$ cat src/rtl/length_prefixed_request_deframer_top_assert.svh
// Assertion macros for the length-prefixed request deframer.
// Self-contained; included by the RTL file that carries assertions, the deframer top.
`ifndef LENGTH_PREFIXED_REQUEST_DEFRAMER_TOP_ASSERT_SVH
`define LENGTH_PREFIXED_REQUEST_DEFRAMER_TOP_ASSERT_SVH
`ifndef NO_ASSERTIONS
// Same-cycle implication: whenever ante holds, cons must hold too.
`define LPRD_ASSERT_IMPL(label, clk, rst_n, ante, cons, msg) \
    label: assert property (@(posedge clk) disable iff (!(rst_n)) (ante) |-> (cons)) \
        else $error(msg);
// Next-cycle implication: whenever ante holds, cons must hold in the next cycle.
`define LPRD_ASSERT_NEXT(label, clk, rst_n, ante, cons, msg) \
    label: assert property (@(posedge clk) disable iff (!(rst_n)) (ante) |=> (cons)) \
        else $error(msg);
`else
`define LPRD_ASSERT_IMPL(label, clk, rst_n, ante, cons, msg)
`define LPRD_ASSERT_NEXT(label, clk, rst_n, ante, cons, msg)
`endif
`endif

$ cat src/rtl/lprd_pkg.sv
// Shared types and constants of the length-prefixed request deframer.
// No dependencies.
package lprd_pkg;

    typedef enum logic [3:0] {
        PH_BODY_LEN = 4'b0001,
        PH_COUNT    = 4'b0010,
        PH_ARG_LEN  = 4'b0100,
        PH_PAYLOAD  = 4'b1000
    } t_phase;

    localparam logic [1:0] ROLE_CTRL    = 2'd0;
    localparam logic [1:0] ROLE_PAYLOAD = 2'd1;
    localparam logic [1:0] ROLE_DROP    = 2'd2;

    localparam logic [1:0] ERR_NONE      = 2'd0;
    localparam logic [1:0] ERR_TOO_LONG  = 2'd1;
    localparam logic [1:0] ERR_MALFORMED = 2'd2;

    localparam logic CFG_MAX_BODY = 1'b0;
    localparam logic CFG_MAX_ARGS = 1'b1;

    localparam int          MAX_ARGS_W     = 18;
    localparam logic [31:0] MAX_BODY_RESET = 32'h0200_0000;
    localparam logic [MAX_ARGS_W-1:0] MAX_ARGS_RESET = 18'd200000;

    // Smallest body that still holds a length or count field.
    localparam logic [31:0] FIELD_BYTES = 32'd4;

endpackage

$ cat src/rtl/length_prefixed_request_deframer_top.sv
// Length-prefixed request deframer, top level.
// Depends on lprd_pkg and length_prefixed_request_deframer_top_assert.svh.
//
// Takes a byte stream of back-to-back requests (32-bit little-endian body
// length, 32-bit argument count, then per argument a 32-bit length and its
// bytes) and gives one result transaction per input byte: its role (control,
// payload, or dropped), the byte itself, the argument index, argument-end and
// request-end flags, the request's argument count and an error code. An error
// (body too long, or malformed: body too short, field past body end, too many
// arguments, trailing bytes) is flagged on the byte that makes it certain; from
// then on every byte is dropped until reset. Throughput is one byte per clock
// while input ready is high: the parser state advances on each accepted byte,
// and the result is registered into a two-entry output stage. The second entry
// lets the input keep flowing while the output is stalled; input ready drops
// only when both entries are full. Configuration must be written only while
// the block is idle; the block itself does not enforce this.
`default_nettype none

module length_prefixed_request_deframer_top #(
    parameter int ARG_INDEX_BITS = 18
) (
    input  wire logic                      i_clk,
    input  wire logic                      i_rst_n,
    // input byte stream
    input  wire logic                      i_in_valid,
    output logic                           o_in_ready,
    input  wire logic [7:0]                i_stream_byte,
    // result stream
    output logic                           o_out_valid,
    input  wire logic                      i_out_ready,
    output logic [1:0]                     o_byte_role,
    output logic [7:0]                     o_payload,
    output logic [ARG_INDEX_BITS-1:0]      o_arg_index,
    output logic                           o_arg_end,
    output logic                           o_request_end,
    output logic [ARG_INDEX_BITS-1:0]      o_arg_total,
    output logic [1:0]                     o_error_code,
    // configuration writes
    input  wire logic                      i_cfg_we,
    input  wire logic                      i_cfg_addr,
    input  wire logic [31:0]               i_cfg_data
);
    import lprd_pkg::*;

    `include "length_prefixed_request_deframer_top_assert.svh"

    localparam int IDX_W = ARG_INDEX_BITS;

    // ------------------------------------------------------------------
    // Configuration registers
    // ------------------------------------------------------------------
    logic [31:0]           r_max_body;
    logic [MAX_ARGS_W-1:0] r_max_args;

    always_ff @(posedge i_clk) begin
        if (!i_rst_n) begin
            r_max_body <= MAX_BODY_RESET;
            r_max_args <= MAX_ARGS_RESET;
        end else if (i_cfg_we) begin
            case (i_cfg_addr)
                CFG_MAX_BODY: r_max_body <= i_cfg_data;
                CFG_MAX_ARGS: r_max_args <= i_cfg_data[MAX_ARGS_W-1:0];
                default:      r_max_body <= r_max_body;
            endcase
        end
    end

    // ------------------------------------------------------------------
    // Parser state
    // ------------------------------------------------------------------
    t_phase            r_phase,  n_phase;
    logic [1:0]        r_fbc,    n_fbc;      // bytes of current field seen
    logic [31:0]       r_shift,  n_shift;    // field value being assembled
    logic [31:0]       r_body,   n_body;     // body bytes not yet consumed
    logic [IDX_W-1:0]  r_args,   n_args;     // expected argument count
    logic [IDX_W-1:0]  r_cur,    n_cur;      // current argument index
    logic [31:0]       r_abl,    n_abl;      // payload bytes left in argument
    logic              r_halted, n_halted;

    // result of the byte being accepted
    logic [1:0]        res_role;
    logic [IDX_W-1:0]  res_idx;
    logic              res_aend;
    logic              res_rend;
    logic [IDX_W-1:0]  res_total;
    logic [1:0]        res_err;

    logic accept;
    assign accept = i_in_valid && o_in_ready;

    always_comb begin
        logic [31:0]      v;
        logic [31:0]      b_shifted;
        logic             do_finish;
        logic             done_ok;
        logic             done_bad;
        logic [IDX_W-1:0] cur_inc;

        n_phase   = r_phase;
        n_fbc     = r_fbc;
        n_shift   = r_shift;
        n_body    = r_body;
        n_args    = r_args;
        n_cur     = r_cur;
        n_abl     = r_abl;
        n_halted  = r_halted;
        v         = '0;
        b_shifted = {24'd0, i_stream_byte} << {r_fbc, 3'b000};
        do_finish = 1'b0;
        done_ok   = 1'b0;
        done_bad  = 1'b0;
        cur_inc   = r_cur + {{(IDX_W-1){1'b0}}, 1'b1};

        res_role  = ROLE_CTRL;
        res_idx   = r_cur;
        res_aend  = 1'b0;
        res_rend  = 1'b0;
        res_total = '0;
        res_err   = ERR_NONE;

        if (r_halted) begin
            res_role = ROLE_DROP;
            res_idx  = '0;
        end else begin
            if (r_phase == PH_PAYLOAD) begin
                res_role = ROLE_PAYLOAD;
                if (r_body != '0) n_body = r_body - 32'd1;
                if (r_abl != '0)  n_abl  = r_abl - 32'd1;
                do_finish = (n_abl == '0);
            end else begin
                if (r_phase != PH_BODY_LEN && r_body != '0) n_body = r_body - 32'd1;
                v     = r_shift | b_shifted;
                n_fbc = r_fbc + 2'd1;
                if (r_fbc != 2'd3) begin
                    n_shift = v;
                end else begin
                    n_shift = '0;
                    case (r_phase)
                        PH_BODY_LEN: begin
                            if (v > r_max_body) begin
                                res_err = ERR_TOO_LONG;
                            end else if (v < FIELD_BYTES) begin
                                res_err = ERR_MALFORMED;
                            end else begin
                                n_body  = v;
                                n_phase = PH_COUNT;
                            end
                        end
                        PH_COUNT: begin
                            if (v > {{(32-MAX_ARGS_W){1'b0}}, r_max_args}) begin
                                res_err = ERR_MALFORMED;
                            end else begin
                                n_args = v[IDX_W-1:0];
                                n_cur  = '0;
                                if (v[IDX_W-1:0] == '0) begin
                                    done_ok  = (n_body == '0);
                                    done_bad = (n_body != '0);
                                end else if (n_body < FIELD_BYTES) begin
                                    res_err = ERR_MALFORMED;
                                end else begin
                                    n_phase = PH_ARG_LEN;
                                end
                            end
                        end
                        default: begin
                            // argument length
                            if (v > n_body) begin
                                res_err = ERR_MALFORMED;
                            end else begin
                                n_abl = v;
                                if (v == '0) do_finish = 1'b1;
                                else         n_phase   = PH_PAYLOAD;
                            end
                        end
                    endcase
                end
            end

            // argument complete: advance the index, then last argument,
            // next length, or not enough room for another length
            if (do_finish) begin
                n_cur = cur_inc;
                if (cur_inc == r_args) begin
                    done_ok  = (n_body == '0);
                    done_bad = (n_body != '0);
                end else if (n_body < FIELD_BYTES) begin
                    done_bad = 1'b1;
                end else begin
                    n_phase = PH_ARG_LEN;
                    n_fbc   = '0;
                    n_shift = '0;
                end
            end

            if (done_bad) begin
                res_err = ERR_MALFORMED;
            end else if (done_ok) begin
                res_rend = 1'b1;
                res_aend = (n_args != '0);
            end else if (do_finish) begin
                res_aend = 1'b1;
            end

            res_total = n_args;

            if (res_err != ERR_NONE) begin
                n_halted = 1'b1;
            end else if (res_rend) begin
                // request complete: start over on the next body length
                n_phase = PH_BODY_LEN;
                n_fbc   = '0;
                n_shift = '0;
                n_body  = '0;
                n_args  = '0;
                n_cur   = '0;
                n_abl   = '0;
            end
        end
    end

    always_ff @(posedge i_clk) begin
        if (!i_rst_n) begin
            r_phase  <= PH_BODY_LEN;
            r_fbc    <= '0;
            r_shift  <= '0;
            r_body   <= '0;
            r_args   <= '0;
            r_cur    <= '0;
            r_abl    <= '0;
            r_halted <= 1'b0;
        end else if (accept) begin
            r_phase  <= n_phase;
            r_fbc    <= n_fbc;
            r_shift  <= n_shift;
            r_body   <= n_body;
            r_args   <= n_args;
            r_cur    <= n_cur;
            r_abl    <= n_abl;
            r_halted <= n_halted;
        end
    end

    // ------------------------------------------------------------------
    // Two-entry output stage: main register drives the ports, skid entry
    // catches one transaction while the output is stalled.
    // ------------------------------------------------------------------
    logic              r_out_valid;
    logic              r_skid_valid;
    logic [1:0]        r_o_role,  r_s_role;
    logic [7:0]        r_o_byte,  r_s_byte;
    logic [IDX_W-1:0]  r_o_idx,   r_s_idx;
    logic              r_o_aend,  r_s_aend;
    logic              r_o_rend,  r_s_rend;
    logic [IDX_W-1:0]  r_o_total, r_s_total;
    logic [1:0]        r_o_err,   r_s_err;

    logic take;
    assign take       = r_out_valid && i_out_ready;
    assign o_in_ready = !r_skid_valid;

    always_ff @(posedge i_clk) begin
        if (!i_rst_n) begin
            r_out_valid  <= 1'b0;
            r_skid_valid <= 1'b0;
        end else if (r_skid_valid) begin
            if (take) begin
                r_skid_valid <= 1'b0;
            end
        end else if (accept) begin
            if (!r_out_valid || take) r_out_valid  <= 1'b1;
            else                      r_skid_valid <= 1'b1;
        end else if (take) begin
            r_out_valid <= 1'b0;
        end
    end

    // payload of the output stage, no reset needed
    always_ff @(posedge i_clk) begin
        if (r_skid_valid) begin
            if (take) begin
                r_o_role  <= r_s_role;
                r_o_byte  <= r_s_byte;
                r_o_idx   <= r_s_idx;
                r_o_aend  <= r_s_aend;
                r_o_rend  <= r_s_rend;
                r_o_total <= r_s_total;
                r_o_err   <= r_s_err;
            end
        end else if (accept) begin
            if (!r_out_valid || take) begin
                r_o_role  <= res_role;
                r_o_byte  <= i_stream_byte;
                r_o_idx   <= res_idx;
                r_o_aend  <= res_aend;
                r_o_rend  <= res_rend;
                r_o_total <= res_total;
                r_o_err   <= res_err;
            end else begin
                r_s_role  <= res_role;
                r_s_byte  <= i_stream_byte;
                r_s_idx   <= res_idx;
                r_s_aend  <= res_aend;
                r_s_rend  <= res_rend;
                r_s_total <= res_total;
                r_s_err   <= res_err;
            end
        end
    end

    assign o_out_valid   = r_out_valid;
    assign o_byte_role   = r_o_role;
    assign o_payload     = r_o_byte;
    assign o_arg_index   = r_o_idx;
    assign o_arg_end     = r_o_aend;
    assign o_request_end = r_o_rend;
    assign o_arg_total   = r_o_total;
    assign o_error_code  = r_o_err;

    // ------------------------------------------------------------------
    // Assertions
    // ------------------------------------------------------------------
    `LPRD_ASSERT_IMPL(a_skid_needs_main, i_clk, i_rst_n, r_skid_valid, r_out_valid, "skid entry full while main entry empty")
    `LPRD_ASSERT_NEXT(a_halt_sticks, i_clk, i_rst_n, r_halted, r_halted, "halt cleared without reset")
    `LPRD_ASSERT_NEXT(a_error_halts, i_clk, i_rst_n, accept && (res_err != ERR_NONE), r_halted, "error reported but parser not halted")
    `LPRD_ASSERT_IMPL(a_payload_has_bytes, i_clk, i_rst_n, !r_halted && (r_phase == PH_PAYLOAD), (r_abl != '0) && (r_fbc == '0), "payload phase with no bytes left or a partial field")

endmodule

`default_nettype wire

$ cat config.mk
export PLATFORM = sky130hd
export DESIGN_NAME = length_prefixed_request_deframer_top
export DESIGN_NICKNAME = d
export VERILOG_FILES = /design/src/rtl/lprd_pkg.sv /design/src/rtl/length_prefixed_request_deframer_top.sv
export VERILOG_INCLUDE_DIRS = /design/src /design/src/rtl
export SDC_FILE = /design/constraint.sdc
export NUM_CORES = 1
export LEC_CHECK = 0
export ABC_AREA = 0
export BUFFER_PORTS_ARGS = -buffer_cell sky130_fd_sc_hd__buf_4
export CAP_MARGIN = 20
export CELL_PAD_IN_SITES_DETAIL_PLACEMENT = 2
export CELL_PAD_IN_SITES_GLOBAL_PLACEMENT = 2
export CORE_MARGIN = 10
export CORE_UTILIZATION = 35
export CTS_BUF_LIST = sky130_fd_sc_hd__clkbuf_4 sky130_fd_sc_hd__clkbuf_8 sky130_fd_sc_hd__clkbuf_16
export DETAILED_ROUTE_END_ITERATION = 10
export GPL_TIMING_DRIVEN = 0
export MAX_ROUTING_LAYER = met4
export PLACE_DENSITY_LB_ADDON = 0.12
export SYNTH_ARGS = -nofsm -noshare
export SYNTH_HDL_FRONTEND = slang
export SYNTH_SLANG_ARGS = --single-unit
$ cat constraint.sdc
create_clock -name i_clk -period 5 [get_ports i_clk]
set_clock_uncertainty 0.2 [all_clocks]
set_input_delay 0.25 -clock i_clk [delete_from_list [all_inputs] [get_ports i_clk]]
set_output_delay 0.25 -clock i_clk [all_outputs]
set_load 0.05 [all_outputs]
After elaboration in Yosys (flattened, before gate mapping)

Cells that the tools add are included.

Bitwise gates (word level): 5
Add/sub/neg operators: 4
Equality and inequality tests: 8
Shift operators: 1
Order comparisons: 6
Muxes and demuxes: 147
Reduce and logical (&&, ||, !) cells: 27

Operators by type and width:

| kind                                                         | number |
|---|---|
| two-way mux 32 bit                                           | 28 |
| two-way mux 18 bit                                           | 24 |
| logical NOT 32 bit                                           | 4 |
| nonzero test 32 bit                                          | 4 |
| less-than comparator 32 x 3 -> 1 bit (second input constant) | 3 |
| > comparator 32 bit                                          | 2 |
| subtractor 32 x 1 -> 32 bit (second input constant)          | 2 |
| two-way mux 4 bit                                            | 14 |
| two-way mux 2 bit                                            | 26 |
| two-way mux 1 bit                                            | 49 |
| > comparator 32 x 18 -> 1 bit                                | 1 |
| two-way mux 8 bit                                            | 4 |
| OR 32 bit                                                    | 1 |
| left shift 8 x 5 -> 32 bit                                   | 1 |
| adder 18 x 1 -> 18 bit (second input constant)               | 1 |
| == test 18 bit                                               | 1 |
| logical NOT 18 bit                                           | 1 |
| nonzero test 18 bit                                          | 1 |
| AND reduction 3 bit                                          | 3 |
| case mux 4 bit (2 select lines)                              | 1 |
| nonzero test 2 bit                                           | 4 |
| AND reduction 2 bit                                          | 3 |
| == test 4 x 1 -> 1 bit (second input constant)               | 1 |
| == test 4 x 2 -> 1 bit (second input constant)               | 1 |
| 11 further kinds                                             | 18 |

Bits of input ports: 46
Register bits after elaboration: 291

Logic depth before layout (Yosys ltp)

Depth in word-level cells: 22
Depth in mapped cells: 25
Gate-level depth less buffers: 21

Worst setup path after synthesis

No wires, ideal clock.

Path kind: flip-flop to flip-flop
Start: register r_body[3]
End: register r_o_rend (netlist: o_request_end), data pin
Setup slack: -171 ps
Setup time: 260 ps
Required time: 4540 ps
Path buffers: 2
Clock period less this slack: 5171 ps
Arrival: 4711 ps
Stages on the path, launching flop included: 20
Cell sequence: dfxtp_1 > buf_2 > or4_1 > nor4_4 > nand3_2 > or3_1 > or3_1 > and2_1 > ha_1 > a21o_1 > a21o_1 > a21oi_1 > o211ai_1 > o21ai_1 > a41o_1 > buf_2 > o41ai_2 > o211a_1 > o21a_1 > mux2_2

Word-level cells in the longest chain between the ends: 22
Elaborated cells between the ends (all ways): 48
Classes of those cells: 1 x add/sub; 2 x order compare; 39 x mux; 6 x reduce/logical

RTL lines:

| item                                                                                 | RTL line                                    | source |
|---|---|---|
| start, declared                                                                      | length_prefixed_request_deframer_top.sv:74  | `logic [31:0] r_body, n_body;` |
| start signal, assigned                                                               | length_prefixed_request_deframer_top.sv:235 | `r_body <= n_body;` |
| parallel branches: the longest is 16 deep, another holds subtractor 32 x 1 -> 32 bit | --                                          |  |
| two-way mux 1 bit *                                                                  | length_prefixed_request_deframer_top.sv:195 | `if (done_bad) begin` |
| two-way mux 1 bit * (2 in series)                                                    | length_prefixed_request_deframer_top.sv:121 | `if (r_halted) begin` |
| net res_rend                                                                         | length_prefixed_request_deframer_top.sv:84  | `logic res_rend;` |
| two-way mux 1 bit *                                                                  | length_prefixed_request_deframer_top.sv:290 | `if (!r_out_valid \|\| take) begin` |
| two-way mux 1 bit *                                                                  | length_prefixed_request_deframer_top.sv:289 | `end else if (accept) begin` |
| two-way mux 1 bit *                                                                  | length_prefixed_request_deframer_top.sv:279 | `if (r_skid_valid) begin` |
| end signal, assigned                                                                 | length_prefixed_request_deframer_top.sv:285 | `r_o_rend <= r_s_rend;` |
| end signal, assigned                                                                 | length_prefixed_request_deframer_top.sv:295 | `r_o_rend <= res_rend;` |
| end, declared                                                                        | length_prefixed_request_deframer_top.sv:253 | `logic r_o_rend, r_s_rend;` |

Mark *: on every way through the listed nets, which the timed path passes. The select of a mux whose other input is x is not followed.
A chain may end at the register's enable or synchronous reset.

Worst setup path after layout

Start: register r_fbc[1]
End: register r_shift[28]

Word-level cells in the longest chain between the ends: 18
Elaborated cells between the ends (all ways): 62
Classes of those cells: 5 x order compare; 1 x eq/ne; 1 x shift; 49 x mux; 1 x bitwise; 5 x reduce/logical

RTL lines:

| item                                                            | RTL line                                                                                 | source |
|---|---|---|
| start, declared                                                 | length_prefixed_request_deframer_top.sv:72                                               | `logic [1:0] r_fbc, n_fbc;` |
| start signal, assigned                                          | length_prefixed_request_deframer_top.sv:233                                              | `r_fbc <= n_fbc;` |
| left shift 8 x 5 -> 32 bit                                      | length_prefixed_request_deframer_top.sv:108                                              | `b_shifted = {24'd0, i_stream_byte} << {r_fbc, 3'b000};` |
| OR 32 bit                                                       | length_prefixed_request_deframer_top.sv:132                                              | `v = r_shift \| b_shifted;` |
| less-than comparator 32 x 3 -> 1 bit                            | length_prefixed_request_deframer_top.sv:142                                              | `end else if (v < FIELD_BYTES) begin` |
| two-way mux 32 bit                                              | length_prefixed_request_deframer_top.sv:142                                              |  |
| two-way mux 32 bit                                              | length_prefixed_request_deframer_top.sv:140                                              | `if (v > r_max_body) begin` |
| two-way mux 32 bit                                              | length_prefixed_request_deframer_top.sv:138                                              | `case (r_phase)` |
| two-way mux 32 bit                                              | length_prefixed_request_deframer_top.sv:134                                              | `if (r_fbc != 2'd3) begin` |
| two-way mux 32 bit                                              | length_prefixed_request_deframer_top.sv:125                                              | `if (r_phase == PH_PAYLOAD) begin` |
| (+2 left out)                                                   | --                                                                                       |  |
| two-way mux 1 bit, on equally long branches                     | length_prefixed_request_deframer_top.sv:186, length_prefixed_request_deframer_top.sv:183 |  |
| two-way mux 1 bit, on equally long branches                     | length_prefixed_request_deframer_top.sv:183, length_prefixed_request_deframer_top.sv:181 |  |
| two-way mux 1 bit, on equally long branches                     | length_prefixed_request_deframer_top.sv:181, length_prefixed_request_deframer_top.sv:121 |  |
| two-way mux 1 bit, on equally long branches                     | length_prefixed_request_deframer_top.sv:121, length_prefixed_request_deframer_top.sv:197 |  |
| two-way mux 1 bit / two-way mux 2 bit (equally long branches)   | length_prefixed_request_deframer_top.sv:195                                              |  |
| two-way mux 1 bit / two-way mux 2 bit (equally long branches)   | length_prefixed_request_deframer_top.sv:121                                              |  |
| two-way mux 32 bit / nonzero test 2 bit (equally long branches) | length_prefixed_request_deframer_top.sv:208, length_prefixed_request_deframer_top.sv:206 |  |
| two-way mux 32 bit *                                            | length_prefixed_request_deframer_top.sv:206                                              | `if (res_err != ERR_NONE) begin` |
| end signal, assigned                                            | length_prefixed_request_deframer_top.sv:234                                              | `r_shift <= n_shift;` |
| end, declared                                                   | length_prefixed_request_deframer_top.sv:73                                               | `logic [31:0] r_shift, n_shift;` |

Every way passes the cells marked *; elsewhere a longest branch is shown, timed or not. The select of a mux whose other input is x is not followed.

==> metrics.md <==
| Metric | Value |
|---|---|
| Total CTS buffers | `38` |
| Starting density of the core | `0.356` |
| Core Area | `52900 um2` |
| Mapped cell area | `18800 um2` |
| 1st-iter DRT viols | `roughly 2300` |
| Yosys warns | `0` |
| Slew @ Worst Pin | `1.32 ns` |
| Worst endpoint required time | `roughly 5.3 ns` |
| Max Transition Viols Final | `0` |
| Final min period | `roughly 5.7 ns` |
| Total Routed Length | `116 mm` |
| Synth-to-Final Area Change | `39.7%` |
| DR vias/cell | `approximately 6.6` |
| Sequential Area | `6870 um2` |
| Status | `finished with violations` |
| Cell count of the worst hold path | `4` |
| Clk Latency, worst-skew pair | `0.60 ns` |
| Clock transition at the registers of the reported paths | `0.07 ns` |
| Leakage power | `10.1 nW` |
| Initial antenna violation count | `6` |
| Setup WS pre-CTS | `-2.47 ns` |
| Overall global routing resource usage | `0.325` |
| Pin count of the biggest net entering global routing | `33` |
| WHS Endpoint | `r_args[0]$_SDFFE_PN0P_` |
| FF-to-FF Start | `r_fbc[1]$_SDFFE_PN0P_` |
| Hold slack | `0.121 ns` |
| Total gr overflow | `0` |
| Max cap viols | `0` |
| Remaining antenna violation count | `0` |
| Normalized max-slew margin | `0.117` |
| Wire length per cell after detailed routing | `35.0 um` |
| Die Wd | `252 um` |
| Fmax | `175 MHz` |
| Layout Cells excl Fill | `around 3300` |
| Worst hold-check path type | `input port to flip-flop` |
| WP data arrival | `a little over 6 ns` |
| Die Span Y | `252 um` |
| Maximum buffer depth of the clock tree | `3` |
| Syn avg cell area | `8.46 um2` |
| Reg2reg end | `r_shift[28]$_SDFFE_PN0P_` |
| Final TNS setup | `-71.43 ns` |
| Layout cells sized above 1 | `0.290` |
| Root buf cell | `clkbuf_16` |
| Most used DFF post-synth | `dfxtp_1` |
| Total number of vias | `21800` |
| CP Launch Type | `flip-flop` |
| Fin area | `26300 um2` |
| Post-layout util | `0.497` |
| Hold Startpoint | `i_rst_n` |
| H-tree depth | `2` |
| Crit share post-route | `1.14` |
| Sequential share of the synthesized area | `0.363` |
| Reg2reg path depth | `21` |
| Violated checks | `negative setup slack` |
| CTS tree | `built` |
| CP Capture Type | `flip-flop` |
| Post-Syn Instances | `2222` |
| Overall Power | `roughly 8.4 mW` |
| # rows | `84` |
| Yosys reg bits | `291` |
| Final WS setup | `-0.720 ns` |
| Setup-failing EPs final | `approximately 150` |
| Remaining DRCs | `0` |
| Die footprint | `63400 um2` |
| Vias in the first global route | `22100` |
| Top-level port count | `98` |
| Post-synth ARST share | `0` |
| Placed Cells | `3016` |
| PwrDens | `319 nW/um2` |
| Reg-to-reg setup timing slack | `-0.72 ns` |
| Dpl cell area | `20500 um2` |
| Final Hold Fails | `0` |
| RSZ-0062 raised after global routing | `true` |
| Drt first pass iters | `5` |
| CP max FO | `8` |
| Post-synth EDFFs | `100` |
| Synth cell types | `98` |
| First-pass GRT wire length | `152 mm` |
| Max VDD drop | `between 0.2 and 0.3 mV` |
| TritonCTS Sinks | `just under 300` |
| Final net count | `2720` |
| Multi-input logic area | `between 10000 and 15000 um2` |
| HPWL after DPL | `between 60 and 70 mm` |
| Worst Setup Path Type | `flip-flop to flip-flop` |
| Port Buffers | `97` |
| Fillcell total | `5511` |
| RePlAce Congestion | `0.968` |
| Post-Syn Nets | `2354` |
## report_power, final
part	internal (mW)	leakage [nW]	switching, mW
Clock	1.71	0.634	1.26
Sequential	2.55	2.58	0.122
Combinational	0.996	6.88	1.74
## layer usage
layer	GRT usage	part of all wire	wire length [um]
met1	0.374	0.38	43400
met2	0.540	0.47	54100
met3	0.0483	0.077	8880
met4	0.178	0.081	9340
met5	-	0	0
## worst max-delay path by stage
stage | from | end | slack, ns
after floorplan | r_body[6]$_SDFFE_PN0P_ | o_request_end$_DFFE_PP_ | 0.005
after global routing | r_fbc[1]$_SDFFE_PN0P_ | o_request_end$_DFFE_PP_ | -0.72
after detailed placement | r_fbc[0]$_SDFFE_PN0P_ | o_arg_end$_DFFE_PP_ | -2.47
final | r_fbc[1]$_SDFFE_PN0P_ | r_shift[28]$_SDFFE_PN0P_ | -0.72
after global placement | r_fbc[0]$_SDFFE_PN0P_ | o_arg_end$_DFFE_PP_ | -2.63
after CTS | r_fbc[1]$_SDFFE_PN0P_ | r_phase[0]$_SDFFE_PN1P_ | -0.23
## critical path, stage by stage (launching register included)
cell and delay [ns]:
dfxtp_2 0.35, buf_6 0.15, nor2_4 0.56, a21oi_4 0.24
inv_2 0.30, ha_1 0.22, o211ai_1 0.12, a2111o_1 0.39
a311oi_2 0.29, buf_4 0.18, a21oi_4 0.06, buf_12 0.16
buf_8 0.13, a211o_1 0.30, a22oi_2 0.22, nand4b_1 0.18
buf_4 0.19, o41a_1 0.42, o31ai_4 0.29, a22o_4 0.29
clkbuf_16 0.19, a22o_1 0.18
## cell usage after synthesis, types with 7 or more instances
master	count	area [um2]
a21boi_0	66	495
a21o_1	25	188
a21oi_1	133	666
a21oi_2	7	61.3
a22o_1	53	464
a22oi_1	13	97.6
a31oi_1	16	100
a32oi_1	8	70.1
and2_1	24	150
and3_1	10	62.6
buf_1	13	48.8
buf_2	19	95.1
clkbuf_1	117	439
dfxtp_1	191	3820
edfxtp_1	100	3000
ha_1	86	1080
inv_1	91	342
mux2_2	29	327
mux2i_1	19	190
nand2_1	275	1030
nand2b_1	10	62.6
nand3_1	54	270
nand4_1	40	250
nand4b_1	8	70.1
nor2_1	158	593
nor2b_1	42	263
nor3_1	61	305
nor3b_1	11	82.6
nor4_1	53	332
nor4_2	7	87.6
nor4b_1	7	61.3
o211a_1	21	210
o211ai_1	33	248
o21a_1	16	120
o21ai_0	100	500
o22ai_1	15	93.8
o31a_1	7	61.3
o31ai_1	33	248
or2_2	11	68.8
or3_1	22	138
or4_1	28	210
xnor2_1	45	394
xor2_1	15	131
## state kept, by name, indices dropped and copies added, names as in the netlist, 2 cells and up
register	count
r_abl	32
r_body	32
r_max_body	32
r_shift	32
o_arg_index	18
o_arg_total	18
r_args	18
r_cur	18
r_max_args	18
r_s_idx	18
r_s_total	18
o_payload	8
r_s_byte	8
r_phase	4
o_byte_role	2
o_error_code	2
r_fbc	2
r_s_err	2
r_s_role	2
## layout by cell type (no fill, tap or decap), types with 38 or more instances in the layout
cell type and count:
dfxtp_1 170, clkbuf_1 90, nor2_1 135, a22o_1 53, inv_1 71, buf_4 244
ha_1 75, buf_6 47, xnor2_1 38, a21boi_0 58, clkbuf_16 43, a21oi_1 86
nand4_1 40, dlygate4sd3_1 45, nor3_1 51, nand3_1 47, edfxtp_1 100, o21ai_0 85
nand2_1 268, nor2b_1 39
## cells by family after synthesis
| kind of cell | after synthesis | synth area share |
|---|---|---|
| mux | 48 | 0.0275 |
| flops | 291 | 0.363 |
| buf+inv | 246 | 0.0528 |
| fa+ha+maj | 86 | 0.0572 |
| compound gates | 634 | 0.236 |
| simple gates | 854 | 0.233 |
| xor+xnor | 63 | 0.0309 |
## layout make-up
| cell class | instances | area share |
|---|---|---|
| multi-input combinational | 1686 | 0.494 |
| sequential | 291 | 0.262 |
| timing repair buffer | 348 | 0.120 |
| clock buffer | 49 | 0.0398 |
| tap | 688 | 0.0328 |
| buffer | 132 | 0.0271 |
| inverter | 91 | 0.0150 |
| clock inverter | 20 | 0.00962 |
| antenna | 6 | 0.000572 |
## timing repair
action                     in CTS  in global routing
pin swaps                     109                121
buffers inserted              117                 77
hold buffers                   45                  0
setup endpoints to repair     183                145
hold endpoints to repair       61                  0
cloned                          4                  4
resized for setup             358                202
No activity file was read; power rests on OpenSTA's default activity.
